## src/rtl/rru_pkg.sv

```systemverilog
`timescale 1ns / 1ps
// ----------------------------------------------------------------------------
// rru_pkg
// Types, widths and helper functions shared by the ray refraction unit.
// ----------------------------------------------------------------------------
package rru_pkg;

    localparam int COMPONENT_WIDTH = 16;
    localparam int CW              = COMPONENT_WIDTH;
    localparam int DW              = 16;    // internal direction/normal width
    localparam int EW              = 16;    // refractive index width, Q4.12
    localparam int C16_MAX         = 32767;
    localparam int C16_MIN         = -32768;

    // square root pipeline: 60-bit radicand, 30-bit root, two bits per stage
    localparam int SQ_IN_W   = 60;
    localparam int SQ_OUT_W  = 30;
    localparam int SQ_REM_W  = SQ_OUT_W + 1;
    localparam int SQ_STEPS  = 2;
    localparam int SQ_STAGES = SQ_OUT_W / SQ_STEPS;

    // normalizing divider: 15 quotient bits, three per stage
    localparam int Q_W        = 15;
    localparam int NUM_W      = DW + 28;
    localparam int DR_W       = SQ_OUT_W;
    localparam int DIV_STEPS  = 3;
    localparam int DIV_STAGES = Q_W / DIV_STEPS;

    // datapath widths
    localparam int SS_W  = 2 * DW;          // one squared magnitude / sum of squares
    localparam int PR1_W = 2 * DW;          // nv * n
    localparam int DOT_W = PR1_W + 2;
    localparam int D_W   = DOT_W - 14 + 1;  // rounded dot product, signed
    localparam int DD_W  = 2 * D_W;
    localparam int E2_W  = 2 * EW - 8;
    localparam int DN_W  = D_W + DW;
    localparam int OM_W  = DD_W + 1;
    localparam int PR_W  = E2_W + 1 + OM_W;
    localparam int T_W   = DN_W + 1;
    localparam int M1_W  = EW + 1 + T_W;
    localparam int M2_W  = SQ_OUT_W + 1 + DW;
    localparam int R_W   = M1_W + 1;
    localparam int O_W   = 34;

    // eta^2 * (1 - d^2) is formed from two partial products on a split of om
    localparam int OML_W = 21;
    localparam int OMH_W = OM_W - OML_W;
    localparam int PL_W  = E2_W + OML_W;
    localparam int PH_W  = E2_W + 1 + OMH_W;

    typedef logic signed [DW-1:0] t_comp;
    typedef t_comp [2:0]          t_vec;

    typedef struct packed {
        logic signed [CW-1:0] dir_x;
        logic signed [CW-1:0] dir_y;
        logic signed [CW-1:0] dir_z;
        logic signed [CW-1:0] norm_x;
        logic signed [CW-1:0] norm_y;
        logic signed [CW-1:0] norm_z;
        logic [EW-1:0]        eta_ratio;
    } t_ray_in;

    typedef struct packed {
        logic signed [CW-1:0] out_x;
        logic signed [CW-1:0] out_y;
        logic signed [CW-1:0] out_z;
        logic                 refracts;
    } t_ray_out;

    // sideband carried through the length square root
    typedef struct packed {
        logic          zero;
        t_vec          dv;
        t_vec          nn;
        logic [EW-1:0] eta;
    } t_side_len;

    // sideband carried through the divider
    typedef struct packed {
        logic          zero;
        logic [2:0]    sgn;
        t_vec          nn;
        logic [EW-1:0] eta;
    } t_side_div;

    // sideband carried through the discriminant square root
    typedef struct packed {
        logic                        pos;
        logic signed [2:0][T_W-1:0]  t;
        t_vec                        nn;
        logic [EW-1:0]               eta;
    } t_side_sq;

    localparam int SIDE_W = 184;
    typedef logic [SIDE_W-1:0] t_side;

    // clamp a port component to the signed 16-bit datapath range
    function automatic t_comp clamp_comp(input logic signed [CW-1:0] v);
        logic signed [CW+DW-1:0] w;
        w = (CW+DW)'(v);
        if (w > (CW+DW)'(C16_MAX)) begin
            w = (CW+DW)'(C16_MAX);
        end else if (w < (CW+DW)'(C16_MIN)) begin
            w = (CW+DW)'(C16_MIN);
        end
        return DW'(w);
    endfunction

    function automatic logic [DW-1:0] mag_comp(input t_comp v);
        return v[DW-1] ? DW'(~v + 1'b1) : DW'(v);
    endfunction

endpackage

```

## src/rtl/rru_sqrt_pipe.sv

```systemverilog
`timescale 1ns / 1ps
// ----------------------------------------------------------------------------
// rru_sqrt_pipe
// Pipelined floor square root, two root bits per stage, with sideband.
// ----------------------------------------------------------------------------
module rru_sqrt_pipe (
    input  logic                         i_clk,
    input  logic                         i_rst_n,
    input  logic                         i_en,
    input  logic                         i_valid,
    input  logic [rru_pkg::SQ_IN_W-1:0]  i_radicand,
    input  rru_pkg::t_side               i_side,
    output logic                         o_valid,
    output logic [rru_pkg::SQ_OUT_W-1:0] o_root,
    output rru_pkg::t_side               o_side
);
    import rru_pkg::*;

    logic [SQ_STAGES-1:0] r_vld;
    logic [SQ_IN_W-1:0]   r_x    [SQ_STAGES];
    logic [SQ_REM_W-1:0]  r_rem  [SQ_STAGES];
    logic [SQ_OUT_W-1:0]  r_root [SQ_STAGES];
    t_side                r_side [SQ_STAGES];

    logic [SQ_IN_W-1:0]   p_x    [SQ_STAGES];
    logic [SQ_REM_W-1:0]  p_rem  [SQ_STAGES];
    logic [SQ_OUT_W-1:0]  p_root [SQ_STAGES];
    t_side                p_side [SQ_STAGES];

    logic [SQ_IN_W-1:0]   n_x    [SQ_STAGES];
    logic [SQ_REM_W-1:0]  n_rem  [SQ_STAGES];
    logic [SQ_OUT_W-1:0]  n_root [SQ_STAGES];

    always_comb begin
        p_x[0]    = i_radicand;
        p_rem[0]  = '0;
        p_root[0] = '0;
        p_side[0] = i_side;
        for (int s = 1; s < SQ_STAGES; s++) begin
            p_x[s]    = r_x[s-1];
            p_rem[s]  = r_rem[s-1];
            p_root[s] = r_root[s-1];
            p_side[s] = r_side[s-1];
        end
    end

    always_comb begin
        logic [SQ_IN_W-1:0]  x;
        logic [SQ_REM_W-1:0] rem;
        logic [SQ_OUT_W-1:0] root;
        logic [SQ_REM_W+1:0] sh;
        logic [SQ_REM_W:0]   trial;
        for (int s = 0; s < SQ_STAGES; s++) begin
            x    = p_x[s];
            rem  = p_rem[s];
            root = p_root[s];
            for (int k = 0; k < SQ_STEPS; k++) begin
                sh    = {rem, x[SQ_IN_W-1 -: 2]};
                trial = {root, 2'b01};
                x     = {x[SQ_IN_W-3:0], 2'b00};
                if (sh >= {1'b0, trial}) begin
                    rem  = SQ_REM_W'(sh - {1'b0, trial});
                    root = {root[SQ_OUT_W-2:0], 1'b1};
                end else begin
                    rem  = SQ_REM_W'(sh);
                    root = {root[SQ_OUT_W-2:0], 1'b0};
                end
            end
            n_x[s]    = x;
            n_rem[s]  = rem;
            n_root[s] = root;
        end
    end

    always_ff @(posedge i_clk) begin
        if (!i_rst_n) begin
            r_vld <= '0;
        end else if (i_en) begin
            r_vld <= {r_vld[SQ_STAGES-2:0], i_valid};
        end
    end

    always_ff @(posedge i_clk) begin
        if (i_en) begin
            for (int s = 0; s < SQ_STAGES; s++) begin
                r_x[s]    <= n_x[s];
                r_rem[s]  <= n_rem[s];
                r_root[s] <= n_root[s];
                r_side[s] <= p_side[s];
            end
        end
    end

    assign o_valid = r_vld[SQ_STAGES-1];
    assign o_root  = r_root[SQ_STAGES-1];
    assign o_side  = r_side[SQ_STAGES-1];

endmodule

```

## config.mk

```make
export PLATFORM = sky130hd
export DESIGN_NAME = rru_sqrt_pipe
export DESIGN_NICKNAME = d
export VERILOG_FILES = /design/src/rtl/rru_pkg.sv /design/src/rtl/rru_sqrt_pipe.sv
export SDC_FILE = /design/constraint.sdc
export NUM_CORES = 2
export LEC_CHECK = 0
export BUFFER_PORTS_ARGS = -buffer_cell sky130_fd_sc_hd__buf_2
export CORE_UTILIZATION = 55
export DETAILED_ROUTE_END_ITERATION = 10
export PLACE_DENSITY = 0.69
export SYNTH_ARGS = -nofsm -noshare
export SYNTH_HDL_FRONTEND = slang
export SYNTH_MEMORY_MAX_BITS = 65536
export SYNTH_SLANG_ARGS = --single-unit
export TNS_END_PERCENT = 50
```

## constraint.sdc

```tcl
create_clock -name i_clk -period 8.9 [get_ports i_clk]
set_input_delay 0.89 -clock i_clk [delete_from_list [all_inputs] [get_ports i_clk]]
set_output_delay 0.89 -clock i_clk [all_outputs]
set_load 0.03 [all_outputs]
```

# Word-level counts from Yosys, hierarchy flattened
# Memories as Yosys holds them, arrays and structs flattened.
# Cells that the tools add are included.
[word_totals] romBits=0 wordCells=127 mem_bits_rw=4515 register_bits=15 output_inout_bits=215 input_bits=248 mem_count=4 latch_bits=0
[mem_list] name="r_side" words=15 width=184 read_ports=15 rd_clocked_by_memory_dff=0 write_ports=15 line_no="rru_sqrt_pipe.sv:23" text="t_side r_side [SQ_STAGES];"
[mem_list] name="r_x" words=15 width=56 read_ports=14 rd_clocked_by_memory_dff=0 write_ports=15 line_no="rru_sqrt_pipe.sv:20" text="logic [SQ_IN_W-1:0] r_x [SQ_STAGES];"
[mem_list] name="r_rem" words=15 width=31 read_ports=14 rd_clocked_by_memory_dff=0 write_ports=15 line_no="rru_sqrt_pipe.sv:21" text="logic [SQ_REM_W-1:0] r_rem [SQ_STAGES];"
[mem_list] name="r_root" words=15 width=30 read_ports=15 rd_clocked_by_memory_dff=0 write_ports=15 line_no="rru_sqrt_pipe.sv:22" text="logic [SQ_OUT_W-1:0] r_root [SQ_STAGES];"
[op_classes] n_addsub=30 n_bitwise=0 n_reduce_logical=0 shift=0 eq_ne=0 n_div=0 n_lt_le_gt_ge=30 muxes=62 n_mul=0
[op_table] op="31-bit two-way mux" n=30
[op_table] op="33-bit by 32-bit greater-or-equal comparator with 1-bit output" n=28
[op_table] op="31-bit subtractor" n=28
[op_table] op="33-bit by 3-bit greater-or-equal comparator with 1-bit output" n=1
[op_table] op="1-bit two-way mux" n=32
[op_table] op="31-bit by 3-bit subtractor with 31-bit output" n=1
[op_table] op="2-bit by 1-bit subtractor with 3-bit output (second input constant)" n=1
[op_table] op="2-bit by 1-bit greater-or-equal comparator with 1-bit output (second input constant)" n=1

# Depth between registers and ports, before layout
# An unclocked memory read counts as a cell.
[depth] word_depth=5 mapped_depth=31 depth_no_buf=25

# Worst setup path after synthesis
# OpenSTA, ideal clock, no wires.
[synth_timing] path_type="flip-flop to flip-flop" from="memory r_rem[1][101] (netlist bit)" to="memory r_rem[1][149] (netlist bit) (data pin)" setup_ns=0.260 period_less_slack_ns=6.424 stages_incl_launch_ff=30 path_slack_ns=2.476 arrival_time_ns=6.163 path_cell_list="edfxtp_1 > ha_1 > clkbuf_1 > a21oi_1 > o21ai_0 > nor2b_1 > nor3_1 > a2111oi_0 > nor2_1 > clkbuf_1 > clkbuf_1 > o21ai_0 > ha_1 > clkbuf_1 > nand4_1 > nor2_1 > a221o_1 > a22oi_1 > or2_2 > o41ai_1 > o211ai_1 > a211oi_1 > o41ai_1 > and4_1 > clkbuf_1 > inv_1 > buf_2 > buf_2 > nor2_1 > a21oi_1"
[synth_rtl] item="start: declaration" line_no="rru_sqrt_pipe.sv:21"

==> metrics.csv <==
stage,metric,value,unit
status,status,"complete, no violations",
floorplanning,top_level_ports,463,
critical_path,arrival,7.90,ns
floorplanning,die_h,530.5,um
detailed_routing,initialDrtViolationCount,6351,
synthesis,synthFlopType,edfxtp_1,
timing,hold_ws,0.1268,ns
detailed_routing,drt-total-wl,309300,um
critical_path,end_kind,flip-flop,
detailed_routing,via_per_inst,5.601,
timing,fmax,136.9,MHz
global_routing,grtUsageTotal,21.61,%
power,worst_ir_drop_vdd,317.1,uV
timing,maxSlewHeadroom,11.82,%
floorplanning,start_util,55.41,%
synthesis,synth-edff-count,3834,
synthesis,ys_async_sr_fraction,0,%
floorplanning,die-width,530.5,um
synthesis,synthTopCellsByArea,"edfxtp_1, ha_1, xnor2_1, a21oi_1, xor2_1",
synthesis,ys_seq_area_share,75.15,%
critical_path,required,9.49,ns
cts,clock_latency,0.93,ns
timing,skew,0.08722,ns
placement,dp_slack,1.703,ns
critical_path,worstSetupStartpointType,flip-flop,
cts,cts.htree.levels,5,
layout,multi_input_area,36040,um2
timing,setup_tns,0,ns
timing,final_max_slew_viol_count,0,
cts,postCtsHoldBufs,0,
floorplanning,core,277200,um2
layout,utilization,62.29,%
layout,num-fill-cells,19956,
cts,tritoncts,done,
cts,cts-root-buf,clkbuf_16,
timing,rsz0062_at_grt,no,
synthesis,netlist_instances,9628,
timing,hold_viol,0,
synthesis,synth_top_area_cell,edfxtp_1,
timing,min_period_over_period,82.08,%
synthesis,ys_seq_elements,3849,
global_routing,grt_pass1_wl,466700,um
synthesis,synth_top_area_share,74.95,%
synthesis,synth_area,153600,um2
cts,cts_resized,0,
placement,numPortBuffers,462,
critical_path,path_class,flip-flop to flip-flop,
floorplanning,dieArea,281400,um2
detailed_routing,drt_pass1_iterations,8,
synthesis,syn_area_per_cell,15.95,um2
layout,register_area,115400,um2
synthesis,yosys_warnings,0,
floorplanning,rows,193,
layout,area_delta_synth_final,12.42,%
power,p_leak,62.80,nW
cts,cts_made_buffers,372,
layout,drive_gt1_share,12.04,%
timing,worst_pin_slew,1.306,ns
critical_path,cp_max_fo,38,
synthesis,synthDistinctLibCells,106,
global_routing,grt_overflow,0,
cts,cts_setup_buffers,0,
timing,finalCriticalPeriod,7.305,ns
layout,nets,11114,
global_routing,grt_max_degree,216,
placement,hpwl,210800,um
detailed_routing,detailroute.via_count,80578,
power,power_density,287.1,nW/um2
placement,place_congestion,0.9551,
critical_path,regToRegSetupSlack,1.59,ns
cts,clk_pin_slew,0.06,ns
cts,clockBufferDepth,4,
detailed_routing,wl_per_cell,21.50,um
timing,finalSetupViolCount,0,
min_path,hold_path_class,input pin to flip-flop,
cts,numClockSinks,3849,
detailed_routing,drc,0,
timing,worst_slack,1.595,ns
global_routing,antenna_found_initial,34,
detailed_routing,antenna_left,0,
global_routing,grt_pass1_vias,79385,
job,max_cap_violations,0,
==> worst max-delay path, cell delays in order, from the launching register on <==
cell and delay (ns):
edfxtp_1 0.44, inv_1 0.13, ha_1 0.29, o21a_1 0.21, a2bb2oi_1 0.18, a221o_1 0.46, a211oi_1 0.61, o31ai_2 0.14
inv_1 0.32, buf_4 0.36, nor2_1 0.08, nor2_1 0.15, ha_1 0.32, o21a_1 0.20, o21a_1 0.16, o21ai_0 0.13
nand2b_1 0.10, a31oi_1 0.59, o211ai_1 0.28, or4b_1 0.64, nand4b_1 0.37, buf_4 0.38, mux2_2 0.37
==> synth_stat cells (all sizes together), types with 96 or more instances <==
cell type and count:
nand3 157, nand2 514, clkbuf 124, o21a 96
mux2 129, edfxtp 3834, o21ai 345, a21o 215
xnor2 430, ha 492, nor2 534, xor2 235
a21oi 535, inv 391, nand4 102, nor3 162
==> stage by stage <==
stage / instances / cell area, um2 / power, mW
2_1_floorplan: 9630 / 153600 / 30.81
6_report: 14387 / 172700 / 49.57
4_1_cts: 14380 / 172700 / 49.92
3_3_place_gp: 13705 / 160700 / 34.31
3_5_place_dp: 13705 / 160700 / 34.36
5_1_grt: 14382 / 172700 / 51.88
==> state kept, by name, indices dropped and copies added, names as in the netlist <==
signal and cells:
r_rem 414, r_root 240, r_side 2760, r_vld 15, r_x 420
==> report_power, final <==
group / total, mW / leakage [nW] / switching [mW] / internal (mW)
Clock: 15.4 / 5.77 / 6.68 / 8.69
Combinational: 11.2 / 19.6 / 6.79 / 4.40
Sequential: 23.0 / 37.4 / 0.957 / 22.1
Total: 49.6 / 62.8 / 14.4 / 35.1
==> metal layers <==
metal | vias up | GRT usage, % | share of wire [%]
met5 | - | 0 | 0.0087
met4 | 4 | 6.395 | 2.8
met3 | 536 | 3.397 | 5.5
met2 | 2278 | 34.93 | 47
met1 | 39274 | 30.44 | 45
li1 | 38486 | - | -
==> cells by family (layout without fill, tap and decap cells) <==
logic type | after synthesis | in the layout | synth area share, %
xor gates and xnor gates | 665 | 665 | 3.797
AOI/OAI and AO/OA | 1755 | 1755 | 7.402
muxes | 171 | 171 | 1.219
buffers and inverters | 563 | 1608 | 1.401
adders and majority gates | 492 | 492 | 4.008
other | 1 | 10 | 0.002441
DFF | 3849 | 3849 | 75.15
and+or+nand+nor | 2132 | 2132 | 7.021
==> final cells by class <==
cell class / count / area share [%]
Antenna cell: 7 / 0.01014
Multi-Input combinational cell: 5218 / 20.87
Clock buffer: 464 / 5.616
Inverter: 393 / 0.8543
Sequential cell: 3849 / 66.85
Timing Repair Buffer: 540 / 1.796
Clock inverter: 211 / 1.317
Tap cell: 3705 / 2.685
==> final timing paths <==
check / startpoint / to / cells after the start
worst max-delay path: r_root[1][1] / r_rem[1][42] / 22
worst min register to register: r_side[0][764] / r_side[0][948] / 0
worst min-delay path: i_side[158] / r_side[0][158] / 1
worst max register to register: r_root[1][1] / r_rem[1][42] / 22
==> placed cells by master (no fill, tap or decap), types with 51 or more instances in the layout <==
cell	count
edfxtp_1	3834
a21oi_1	535
nor2_1	532
nand2_1	514
ha_1	492
buf_2	461
xnor2_1	429
inv_1	387
clkbuf_16	374
o21ai_0	340
xor2_1	235
a21o_1	215
nor3_1	161
nand3_1	156
mux2_2	129
nand4_1	102
o21a_1	96
clkbuf_1	90
nand2b_1	89
nor4_1	83
clkinv_1	81
nor2b_1	80
or3_1	72
and3_1	63
buf_4	63
a31oi_1	57
o21bai_1	55
o211ai_1	52
a211oi_1	51
(Power assumes the default switching activity.)
